--- src/bmf_div.sv ---
// Restoring divider, one quotient bit per cycle.
module bmf_div #(
   parameter int NUM_W = 25,
   parameter int DEN_W = 9
) (
   input  logic             clock,
   input  logic             reset,
   input  logic             start,
   input  logic [NUM_W-1:0] dividend,
   input  logic [DEN_W-1:0] divisor,
   output logic             done,
   output logic [NUM_W-1:0] quotient
);

   localparam int STEP_W = $clog2(NUM_W + 1);

   logic              busy_ff, busy_in;
   logic              done_ff, done_in;
   logic [STEP_W-1:0] step_ff, step_in;
   logic [NUM_W-1:0]  quo_ff, quo_in;
   logic [DEN_W-1:0]  rem_ff, rem_in;
   logic [DEN_W-1:0]  den_ff, den_in;
   logic [DEN_W:0]    shifted;
   logic              ge;

   assign shifted = {rem_ff, quo_ff[NUM_W-1]};
   assign ge      = shifted >= {1'b0, den_ff};

   always_comb begin
      busy_in = busy_ff;
      done_in = 1'b0;
      step_in = step_ff;
      quo_in  = quo_ff;
      rem_in  = rem_ff;
      den_in  = den_ff;
      if (start) begin
         busy_in = 1'b1;
         step_in = STEP_W'(NUM_W);
         quo_in  = dividend;
         rem_in  = '0;
         den_in  = divisor;
      end else if (busy_ff) begin
         quo_in  = {quo_ff[NUM_W-2:0], ge};
         rem_in  = ge ? DEN_W'(shifted - {1'b0, den_ff}) : DEN_W'(shifted);
         step_in = step_ff - 1'b1;
         if (step_ff == STEP_W'(1)) begin
            busy_in = 1'b0;
            done_in = 1'b1;
         end
      end
   end

   always_ff @(posedge clock) begin
      if (reset) begin
         busy_ff <= 1'b0;
         done_ff <= 1'b0;
      end else begin
         busy_ff <= busy_in;
         done_ff <= done_in;
      end
      step_ff <= step_in;
      quo_ff  <= quo_in;
      rem_ff  <= rem_in;
      den_ff  <= den_in;
   end

   assign done     = done_ff;
   assign quotient = quo_ff;

endmodule

--- config.mk ---
export PLATFORM = sky130hd
export DESIGN_NAME = bmf_div
export DESIGN_NICKNAME = d
export VERILOG_FILES = /design/src/bmf_div.sv
export SDC_FILE = /design/constraint.sdc
export NUM_CORES = 1
export LEC_CHECK = 0
export ABC_CLOCK_PERIOD_IN_PS = 3150
export BUFFER_PORTS_ARGS = -buffer_cell sky130_fd_sc_hd__clkbuf_2
export CORE_ASPECT_RATIO = 0.8
export CORE_MARGIN = 2
export CORE_UTILIZATION = 32
export CTS_CLUSTER_SIZE = 8
export DETAILED_ROUTE_END_ITERATION = 10
export GPL_ROUTABILITY_DRIVEN = 0
export GPL_TIMING_DRIVEN = 0
export PLACE_DENSITY_LB_ADDON = 0.12
export SYNTH_ARGS = -nofsm -noshare
export SYNTH_HDL_FRONTEND = slang
export SYNTH_SLANG_ARGS = --single-unit
export TNS_END_PERCENT = 20
--- constraint.sdc ---
create_clock -name clock -period 3.15 [get_ports clock]
set_input_delay 0.315 -clock clock [delete_from_list [all_inputs] [get_ports clock]]
set_output_delay 0.315 -clock clock [all_outputs]
set_load 0.005 [all_outputs]
# Yosys cells after proc, flatten, opt, wreduce, memory -nomap -nowiden
# Index checks and enable logic that the tools add are counted.
# totals
regBits	50
latchBits	0
ram_bits	0
rom_bits	0
input_bits	37
out_inout_bits	26
word_cells	20
n_memories	0
# op_classes
addsub	2
mul	0
div	0
order_cmp	1
n_eq_ne	1
n_shift	0
mux	7
bitwise	1
reduce_logical	2
# op_table
operator	count
25-bit two-way mux	2
10-bit by 9-bit greater-or-equal comparator with 1-bit output	1
9-bit two-way mux	1
9-bit subtractor	1
5-bit by 1-bit equality test with 1-bit output (second input constant)	1
5-bit by 1-bit subtractor with 5-bit output (second input constant)	1
1-bit two-way mux	4
3-bit OR reduction	1
2-bit nonzero test	1
1-bit NOT	1

# Longest topological paths before layout
# Gate-level depths: netlist of run 1.
# logic_depth
word_depth	4
mapped_depth	10
ltp_nobuf	9

# Worst setup path before layout of run 1
# Ideal clock, no wire load.
# synth_path
path_kind	flip-flop to flip-flop
from	register quo_ff[24], in the netlist quotient[24]
to	register rem_ff[7]
setup_ns	0.117
arrival_time_ns	2.353
t_required_ns	3.033
path_slack_ns	0.680
path_stages_with_launch	11
n_path_buf	1
synth_period_minus_slack_ns	2.470
cell_sequence	edfxtp_1 inv_1 ha_1 inv_1 fa_1 a211oi_2 o31ai_4 a211oi_4 buf_2 nand2_1 a32o_1
# synth_between
elab_chain_len	2
word_cells_on_any_way	3
cone_classes	1 x add/sub; 1 x order compare; 1 x mux
# synth_lines
element	line_no	text
from (decl)	20	logic [NUM_W-1:0] quo_ff, quo_in;
from (signal assigned)	62	quo_ff <= quo_in;
9-bit subtractor or 10-bit by 9-bit greater-or-equal comparator with 1-bit output (tied branches)	44, 27	
9-bit two-way mux (*)	44	rem_in = ge ? DEN_W'(shifted - {1'b0, den_ff}) : DEN_W'(shifted);
to (signal assigned)	63	rem_ff <= rem_in;
to (decl)	21	logic [DEN_W-1:0] rem_ff, rem_in;
# Mark *: on every way between the ends. The rest lies on a longest branch, timed or not.
# A chain may end at the register's enable or synchronous reset.

# Worst setup path after layout of run 1
# layout_path
from	register quo_ff[24], in the netlist quotient[24]
to	register rem_ff[6]
# The elaborated chain is that of the path after synthesis.

==> out/results.txt, run 1 <==
HP Class = in -> reg
Vias in the first global route = 1,606
Final ANT Viol Nets = 0
Avg Cell Area, Syn = 12.7 um2
Cells on worst reg2reg path = 10
Hold endpoint = busy_ff$_SDFF_PP0_
Netlist cell types = 44
Data required time at the worst endpoint = 3.30 ns
Layout cells sized above 1 = 0.388
Die Wd = 102 um
Max-slew headroom = 0.343
Post-layout min period = 2.78 ns
Syn Inst Count = 193
Max-cap violation count = 0
Hold_sp = reset
# port buffers = 62
Clk_lat worst skew = 0.30 ns
Maximum clock rate = 359 MHz
First-pass GRT wire length = 7780 um
Kind of critical path = reg -> reg
Unrepaired setup endpoints after global routing = false
Net Count, Synth = 242
Most used DFF post-synth = edfxtp_1
Dpl hpwl = 3650 um
Status = completed
Fin crit share = 0.883
R2r setup slk = 0.37 ns
Wire length per cell = 13.2 um
IR drop worst, VDD = 0.000192 V
# hold bufs at CTS = 0
DR pass1 iterations = 4
Crit end category = register
Most frequent cells in the layout = clkbuf_2 (62), edfxtp_1 (34), mux2_2 (25), inv_1 (17), dfxtp_1 (16)
Worst r2r dst = rem_ff[6]$_SDFFE_PP0P_
Final Non-Filler Cells = 368
Final Max Slew Viols = 0
Largest net degree at the start of global routing = 27
Pleak = 1.28 nW
Vias/cell = 4.45
Via count = 1,639
Hold depth = 2
Most common cell after layout, fill and taps aside = clkbuf_2
CTS tree = yes
Die ar. = 0.00837 mm2
Worst endpoint data arrival time = 2.93 ns
Initial drt markers = 131
Nets = 311
CTS resizes = 0
Worst Setup Start Kind = register
Final hold vios = 0
Antenna violations before repair = 0
Worst Tran Pin Value = 0.985 ns
Post-synth EDFFs = 34
Ant diodes = 0
Ys async rst share = 0
DP Cell Count = 360
Gr ovfl total = 0
CTS sink cnt = 50
Total track usage = 0.122
Yosys top cell area share = 0.417
Top post-synthesis cells by area = edfxtp_1 (42%), dfxtp_1 (13%), mux2_2 (12%), ha_1 (5.6%), inv_1 (2.6%)
Endpoints failing setup = 0
Fillers = 725
Final WL = 4860 um
IO Count = 63
Yosys warning count = 0
Pwr per Cell Area = 496 mW/mm2
H-Tree Depth = 2
Core Area = 0.00739 mm2
Placement Rows = 28
CTS clk-pin slew, worst paths = 0.09 ns
Mapped Area = 0.00245 mm2
Reg2Reg Launch Point = quotient[24]$_DFFE_PP_
TritonCTS buffer count = 5
Cell taking the most area after synthesis = edfxtp_1
Initial Utilization = 0.331
Critical path fanouts, max = 10
Seq/Total Area, Yosys = 0.548
Post-CTS Setup Bufs = 0
Clock skew = 0.00586 ns
Root Buffer = clkbuf_8
Setup TNS = 0 ns
Die Y = 82.2 um
Synthesis-stage register bit count = 50
Area Growth Syn to Fin = 22.5%
Clk buf depth = 2
Residual DRC = 0
## synth_stat cells, types with 2 or more instances
master / number
nor2_1: 9
mux2i_1: 6
xor2_1: 5
xnor2_1: 4
a21oi_1: 6
inv_1: 17
o21ai_0: 2
clkbuf_1: 4
a32oi_1: 2
edfxtp_1: 34
ha_1: 11
mux2_2: 25
a31oi_1: 2
nand3_1: 6
nand2b_1: 5
a211oi_1: 2
dfxtp_1: 16
o311ai_0: 2
nor3_1: 3
nand2_1: 8
## metrics by stage
stage	area, um2	total power, mW	utilization	hold WS [ns]	worst slack [ns]
finish	3000	1.49	0.406	0.188	0.367
global route	3000	1.58	0.406	0.172	0.155
CTS	3000	1.51	0.406	0.176	0.339
detailed placement	2890	1.06	0.391	0.480	0.365
global placement	2890	1.06	0.391	0.478	0.344
floorplan	2450	0.963	-	0.387	0.680
## worst max-delay path, cell delays in order (launching register included)
cell      delay, ns
edfxtp_1       0.45
inv_1          0.08
ha_1           0.16
inv_1          0.05
fa_1           0.41
a211oi_2       0.34
o31ai_4        0.14
a211oi_4       0.40
buf_2          0.31
mux2i_1        0.22
o22ai_1        0.08
## per-layer routing
layer,vias to the layer above,share of wire,GRT usage
met5,-,0,0
met2,37,0.45,0.190
li1,849,-,-
met3,2,0.046,0.0286
met1,751,0.50,0.169
met4,0,0.0062,0.0365
## cell type report
type	count	area, um2	area share
plain buffers	7	31.3	0.0104
clock buffers	6	72.6	0.0242
inverters	17	63.8	0.0213
well taps	105	131	0.0438
multi-input cells	119	1010	0.337
flip-flops and latches	50	1340	0.447
clock inverters	2	37.5	0.0125
repair buffers	62	310	0.103
## cells by family (layout without fill, tap and decap cells)
| group | Yosys count | count (layout) | synth area share |
|---|---|---|---|
| AND/OR/NAND/NOR | 40 | 40 | 0.0874 |
| multiplexers | 31 | 31 | 0.140 |
| adder cells (fa/ha/maj) | 12 | 12 | 0.0644 |
| buffers and inverters | 24 | 94 | 0.0389 |
| flip-flops | 50 | 50 | 0.548 |
| AO/OA/AOI/OAI | 27 | 27 | 0.0895 |
| XOR/XNOR | 9 | 9 | 0.0322 |
## power breakdown
part	internal, mW	total [mW]	switching, mW
combinational	0.121	0.245	0.124
clock	0.237	0.447	0.209
sequential	0.765	0.795	0.0298
total	1.12	1.49	0.364
## state kept, by name, indices dropped and copies added, names as in the netlist
| name | cells |
|---|---|
| done | 1 |
| rem_ff | 9 |
| busy_ff | 1 |
| quotient | 25 |
| den_ff | 9 |
| step_ff | 5 |
## worst max path at each step
stage                                 startpoint                      to  depth (start not counted)
after global placement    quotient[24]$_DFFE_PP_  rem_ff[6]$_SDFFE_PP0P_                         10
after global routing      quotient[24]$_DFFE_PP_  rem_ff[6]$_SDFFE_PP0P_                         10
after detailed placement  quotient[24]$_DFFE_PP_  rem_ff[6]$_SDFFE_PP0P_                         10
after CTS                 quotient[24]$_DFFE_PP_  rem_ff[6]$_SDFFE_PP0P_                         10
final                     quotient[24]$_DFFE_PP_  rem_ff[6]$_SDFFE_PP0P_                         10
after floorplan           quotient[24]$_DFFE_PP_  rem_ff[7]$_SDFFE_PP0P_                         10
(Power assumes the default switching activity.)
==> run 2: changes to the inputs <==
--- a/config.mk
+++ b/config.mk
@@ -7,6 +7,8 @@
 export LEC_CHECK = 0
 export ABC_CLOCK_PERIOD_IN_PS = 3150
 export BUFFER_PORTS_ARGS = -buffer_cell sky130_fd_sc_hd__clkbuf_2
+export CELL_PAD_IN_SITES_DETAIL_PLACEMENT = 2
+export CELL_PAD_IN_SITES_GLOBAL_PLACEMENT = 2
 export CORE_ASPECT_RATIO = 0.8
 export CORE_MARGIN = 2
 export CORE_UTILIZATION = 32
==> run 2 against run 1 <==
  * Clock skew rose by 0.0035 ns
  * Combinational power rose by 6%
  * Cell count did not move
  * Routed wire length rose by 22%
  * Power fell by 3.5%
  * Largest power group unchanged
==> out/results.txt, run 2 (same netlist as run 1, synthesis figures left out) <==
Post-layout min period = 2.90 ns (+0.115 ns)
Ant diodes = 0 (unchanged)
Nets = 311 (unchanged)
Unrepaired setup endpoints after global routing = false
Final ANT Viol Nets = 0 (unchanged)
Max-slew headroom = 0.320 (-0.0231)
Data required time at the worst endpoint = 3.34 ns (+0.04 ns)
Status = completed
Antenna violations before repair = 0 (unchanged)
Setup TNS = 0 ns (unchanged)
Kind of critical path = reg -> reg
Pleak = 1.27 nW (-0.73%)
First-pass GRT wire length = 9650 um (+24%)
Max-cap violation count = 0 (unchanged)
Worst r2r dst = rem_ff[7]$_SDFFE_PP0P_
Pwr per Cell Area = 480 mW/mm2 (-3.1%)
Vias/cell = 4.72 (+6.0%)
Layout cells sized above 1 = 0.388 (unchanged)
Worst setup path end = rem_ff[7]$_SDFFE_PP0P_
Multi-input gate area = 0.00102 mm2 (+0.74%)
Max reg flops = 25 (unchanged)
CTS sink cnt = 50 (unchanged)
Post-CTS Setup Bufs = 0 (unchanged)
HP Class = in -> reg
Register area = 0.00134 mm2 (unchanged)
Die Y = 82.2 um (unchanged)
Cells on worst reg2reg path = 10 (unchanged)
Endpoints failing setup = 0 (unchanged)
Most common cell after layout, fill and taps aside = clkbuf_2
Clk_lat worst skew = 0.30 ns (about the same)
Worst endpoint data arrival time = 3.09 ns (+0.16 ns)
Die ar. = 0.00837 mm2 (unchanged)
TritonCTS buffer count = 5 (unchanged)
Post-place setup slack = 0.204 ns (-0.161 ns)
Wire length per cell = 16.1 um (+22%)
Final Instance Area = 0.00299 mm2 (-0.42%)
Placed cell area = 0.00289 mm2 (unchanged)
CTS tree = yes
Placement Rows = 28 (unchanged)
Final hold vios = 0 (unchanged)
Vias in the first global route = 1,854 (+15%)
Crit end category = register
Final Max Slew Viols = 0 (unchanged)
CTS clk-pin slew, worst paths = 0.10 ns (about the same)
IO Count = 63 (unchanged)
DR pass1 iterations = 4 (unchanged)
Die Wd = 102 um (unchanged)
Gr ovfl total = 0 (unchanged)
Total track usage = 0.151 (+0.0290)
Worst Tran Pin Value = 1.02 ns (+0.0346 ns)
IR drop worst, VDD = 0.000186 V (-3.3%)
Maximum clock rate = 345 MHz (-4.0%)
Final hold slack = 0.178 ns (-0.0100 ns)
Initial drt markers = 39 (-70%)
Critical path fanouts, max = 10 (unchanged)
# port buffers = 62 (unchanged)
Most frequent cells in the layout = clkbuf_2 (62), edfxtp_1 (34), mux2_2 (25), inv_1 (17), dfxtp_1 (16)
Fillers = 796 (+9.8%)
Via count = 1,737 (+6.0%)
Reg2Reg Launch Point = quotient[24]$_DFFE_PP_
Worst Setup Start Kind = register
H-Tree Depth = 2 (unchanged)
Clk buf depth = 2 (unchanged)
Initial Utilization = 0.331 (unchanged)
Setup ws final = 0.252 ns (-0.115 ns)
Dpl hpwl = 4580 um (+25%)
R2r setup slk = 0.25 ns (-0.11 ns)
Fin crit share = 0.920 (+0.0365)
Core Area = 0.00739 mm2 (unchanged)
Clock skew = 0.00935 ns (+0.00348 ns)
Residual DRC = 0 (unchanged)
Area Growth Syn to Fin = 22.0%
Final WL = 5920 um (+22%)
Worst setup path start = quotient[24]$_DFFE_PP_
Largest net degree at the start of global routing = 27 (unchanged)
Root Buffer = clkbuf_8
## run 2: area by class of cell
cell class	instances	area share
Tap cell	105	0.0440
Timing Repair Buffer	62	0.104
Clock buffer	6	0.0243
Multi-Input combinational cell	119	0.341
Sequential cell	50	0.449
Buffer	7	0.0113
Inverter	17	0.0214
Clock inverter	2	0.00503
## run 2: where the power goes
part | switching (mW) | internal [mW]
clock network | 0.223 | 0.157
logic | 0.135 | 0.123
registers | 0.0304 | 0.766
total | 0.389 | 1.05
## run 2: repair_timing
item                                    CTS  global route
endpoints found under the setup margin    0             2
hold buffers                              0             0
gates resized for setup                   0             2
## run 2: layer usage
| metal | share of wire | vias up | track usage |
|---|---|---|---|
| met1 | 0.47 | 856 | 0.206 |
| met4 | 0.0069 | 0 | 0.0324 |
| met2 | 0.49 | 30 | 0.249 |
| li1 | - | 846 | - |
| met3 | 0.037 | 5 | 0.0303 |
| met5 | 0 | - | 0 |
## run 2: per-stage QoR
stage | util | total power, mW | cells
after CTS | 0.403 | 1.46 | 368
after detailed placement | 0.391 | 1.07 | 360
final | 0.404 | 1.43 | 368
after global routing | 0.404 | 1.52 | 368
after global placement | 0.391 | 1.06 | 360
after floorplan | - | 0.963 | 193
## run 2: worst min-delay path by stage
stage / slack, ns / cells past startpoint / start / end
floorplan: 0.39 / 1 / reset / busy_ff$_SDFF_PP0_
global placement: 0.46 / 2 / rem_ff[8]$_SDFFE_PP0P_ / rem_ff[8]$_SDFFE_PP0P_
detailed placement: 0.49 / 2 / rem_ff[2]$_SDFFE_PP0P_ / rem_ff[2]$_SDFFE_PP0P_
CTS: 0.17 / 2 / reset / done$_SDFF_PP0_
global route: 0.17 / 1 / divisor[5] / den_ff[5]$_DFFE_PP_
finish: 0.18 / 2 / reset / done$_SDFF_PP0_
## run 2: worst max-delay path: stages, from the launching register on
cell	delay [ns]
edfxtp_1	0.48
inv_1	0.09
ha_1	0.16
inv_1	0.05
fa_1	0.45
a211oi_4	0.34
o31ai_4	0.14
a211oi_4	0.42
clkbuf_4	0.31
nand2_1	0.08
a32o_1	0.26
==> run 3: changes to the inputs <==
--- a/config.mk
+++ b/config.mk
@@ -5,13 +5,14 @@
 export SDC_FILE = /design/constraint.sdc
 export NUM_CORES = 1
 export LEC_CHECK = 0
+export ABC_AREA = 1
 export ABC_CLOCK_PERIOD_IN_PS = 3150
 export BUFFER_PORTS_ARGS = -buffer_cell sky130_fd_sc_hd__clkbuf_2
 export CELL_PAD_IN_SITES_DETAIL_PLACEMENT = 2
 export CELL_PAD_IN_SITES_GLOBAL_PLACEMENT = 2
 export CORE_ASPECT_RATIO = 0.8
 export CORE_MARGIN = 2
-export CORE_UTILIZATION = 32
+export CORE_UTILIZATION = 31
 export CTS_CLUSTER_SIZE = 8
 export DETAILED_ROUTE_END_ITERATION = 10
 export GPL_ROUTABILITY_DRIVEN = 0
==> run 3 against run 2 <==
  * Register-to-register slack better by 0.86 ns
  * Critical path depth down 1
  * Via count up 31%
  * Setup slack better by 0.86 ns
  * Combinational power down 7%
  * Sequential share of layout area down 3.5 points
  * Clock skew down 0.0027 ns
  * Flip-flop and latch count unchanged
  * Worst hold slack better by 0.0030 ns
  * Count of clock-buffer cells in the layout down 1
  * Largest power group unchanged
==> out/results.txt, run 3 <==
Final ANT Viol Nets = 0 (unchanged)
HP Class = in -> reg
XOR/XNOR Fraction of Synth Area = 0.00992 (-0.0223)
Worst endpoint data arrival time = 2.09 ns (-1.00 ns)
# hold bufs at CTS = 0 (unchanged)
Max reg flops = 25 (unchanged)
Final Max Slew Viols = 0 (unchanged)
Post-place setup slack = 0.881 ns (+0.677 ns)
Via count = 2,273 (+31%)
H-Tree Depth = 2 (unchanged)
Endpoints failing setup = 0 (unchanged)
Final Non-Filler Cells = 500 (+36%)
Net Sw Frac = 0.257 (-0.0138)
NetSw = 407 uW (+4.8%)
Total track usage = 0.177 (+0.0259)
Initial Utilization = 0.316 (-0.0148)
Die Wd = 107 um (+5.4%)
Most frequent cells in the layout = nand2_1 (136), clkbuf_2 (62), inv_1 (43), edfxtp_1 (34), nand3_1 (21)
Vias in the first global route = 2,548 (+37%)
Initial drt markers = 78 (+100%)
Worst Setup Start Kind = register
Yosys warning count = 0 (unchanged)
Delay-heaviest family, CP = adder cells
Ant diodes = 0 (unchanged)
Final Instance Area = 0.00324 mm2 (+8.3%)
Simple-gate area share of the yosys netlist = 0.312 (+0.224)
DR pass1 iterations = 4 (unchanged)
Largest net degree at the start of global routing = 27 (unchanged)
Pleak = 1.72 nW (+36%)
Die ar. = 0.00930 mm2 (+11%)
Cell taking the most area after synthesis = edfxtp_1
Area Growth Syn to Fin = 22.2%
Clk buf depth = 2 (unchanged)
Cell Int Power = 1.18 mW (+12%)
Crit path buffers/inverters = 3 (unchanged)
Crit end category = register
Sequential share of power = 0.499 (-0.056)
Post-synth EDFFs = 34 (unchanged)
Dpl hpwl = 5760 um (+26%)
Commonest cells post-synth = nand2_1 (136), inv_1 (43), edfxtp_1 (34)
Final hold slack = 0.181 ns (+0.00303 ns)
Post-CTS Setup Bufs = 0 (unchanged)
Netlist cell types = 28 (-36%)
Avg Cell Area, Syn = 8.33 um2 (-34%)
Gr ovfl total = 0 (unchanged)
Syn Inst Count = 318 (+65%)
Final WL = 7600 um (+28%)
Seq/Total Area, Yosys = 0.507 (-0.0414)
First-pass GRT wire length = 12,800 um (+32%)
Clock skew = 0.00661 ns (-0.00274 ns)
Die Y = 86.7 um (+5.4%)
Top post-synthesis cells by area = edfxtp_1 (39%), nand2_1 (19%), dfxtp_1 (12%), inv_1 (6.1%), ha_1 (5.2%)
Placed cell area = 0.00310 mm2 (+7.2%)
Antenna violations before repair = 0 (unchanged)
Clk_lat worst skew = 0.30 ns (about the same)
Util after Layout = 0.387 (-0.0175)
Ys async rst share = 0 (unchanged)
Mapped Area = 0.00265 mm2 (+8.2%)
Unrepaired setup endpoints after global routing = false
Status = completed
Mux cell area share after synthesis = 0 (-0.140)
Root Buffer = clkbuf_8
Worst Tran Pin Value = 1.10 ns (+0.0803 ns)
Synthesis-stage register bit count = 50 (unchanged)
# port buffers = 62 (unchanged)
Net Count, Synth = 367 (+52%)
Yosys top cell area share = 0.386 (-0.0315)
Logic pwr share = 0.152 (-0.028)
Critical path fanouts, max = 10 (unchanged)
Pwr per Cell Area = 490 mW/mm2 (+1.9%)
Most used DFF post-synth = edfxtp_1
Largest family of logic cells by synthesized area = simple AND/OR/NAND/NOR gates
CP Cell Sequence = inv_1, ha_1, inv_1, fa_1, nand4_2, nand2_2, nand2_2, buf_6, a31oi_1
Core Area = 0.00837 mm2 (+13%)
Max-slew headroom = 0.266 (-0.0536)
CTS resizes = 0 (unchanged)
TritonCTS buffer count = 5 (unchanged)
Setup TNS = 0 ns (unchanged)
Wire length per cell = 15.2 um (-5.6%)
Vias/cell = 4.55 (-3.7%)
CTS tree = yes
Layout cells sized above 1 = 0.245 (-0.143)
Nets = 436 (+40%)
Post-layout min period = 2.04 ns (-0.857 ns)
PnR Total Power = 1.58 mW (+10%)
IO Count = 63 (unchanged)
Compound-Gate Fraction of Synth Area = 0.0274 (-0.0621)
Placement Rows = 30 (+7.1%)
DP Cell Count = 492 (+37%)
Max-cap violation count = 0 (unchanged)
Residual DRC = 0 (unchanged)
Maximum clock rate = 490 MHz (+42%)
Most common cell after layout, fill and taps aside = nand2_1
Slowest-stage cell, CP = fa_1
Clk pwr share = 0.349 (+0.084)
Fin crit share = 0.648 (-0.272)
IR drop worst, VDD = 0.000270 V (+45%)
Setup ws final = 1.11 ns (+0.857 ns)
Area share of fa/ha/maj cells after synthesis = 0.0595 (-0.00487)
CTS sink cnt = 50 (unchanged)
CTS clk-pin slew, worst paths = 0.10 ns (about the same)
Most frequent cell after synthesis = nand2_1
Final hold vios = 0 (unchanged)
CP max stage delay = 0.45 ns (-0.03 ns)
Data required time at the worst endpoint = 3.20 ns (-0.14 ns)
Kind of critical path = reg -> reg
## run 3: kinds of logic after synthesis
kind of cell	Yosys count
flip-flops	50
AO/OA/AOI/OAI	12
adder cells (fa/ha/maj)	12
XOR/XNOR	3
AND/OR/NAND/NOR	187
buffers and inverters	54
## run 3: routing by layer
layer	up-vias	GRT usage	part of all wire	routed length [um]
li1	1137	-	-	-
met5	-	0	0	0
met2	33	0.308	0.48	3660
met3	2	0.0444	0.044	334
met4	0	0.0248	0.0038	29
met1	1101	0.227	0.47	3570
## run 3: worst reg2reg max path, cell delays in order, from the launching register on
cell	delay [ns]
edfxtp_1	0.40
inv_1	0.11
ha_1	0.16
inv_1	0.08
fa_1	0.45
nand4_2	0.15
nand2_2	0.08
nand2_2	0.08
buf_6	0.18
a31oi_1	0.10
## run 3: worst paths after layout
check	slack, ns	cells after the start	startpoint	to
max reg2reg	1.11	9	quotient[24]$_DFFE_PP_	quotient[0]$_DFFE_PP_
min	0.18	1	divisor[3]	den_ff[3]$_DFFE_PP_
min reg2reg	0.49	2	rem_ff[6]$_SDFFE_PP0P_	rem_ff[6]$_SDFFE_PP0P_
max	1.11	9	quotient[24]$_DFFE_PP_	quotient[0]$_DFFE_PP_
## run 3: power by group through the flow
stage | sequential, mW | clock [mW] | combinational (mW)
floorplan | 0.801 | 0 | 0.137
global placement | 0.804 | 0 | 0.236
detailed placement | 0.806 | 0 | 0.247
CTS | 0.792 | 0.575 | 0.249
global route | 0.799 | 0.593 | 0.280
finish | 0.791 | 0.552 | 0.241
## run 3: final cells by class
cell class / count / area, um2
clock inverters: 3 / 68.8
fillers: 982 / 5130
multi-input cells: 214 / 1080
repair buffers: 62 / 310
inverters: 44 / 165
well taps: 112 / 140
flip-flops and latches: 50 / 1340
plain buffers: 10 / 58.8
clock buffers: 5 / 68.8
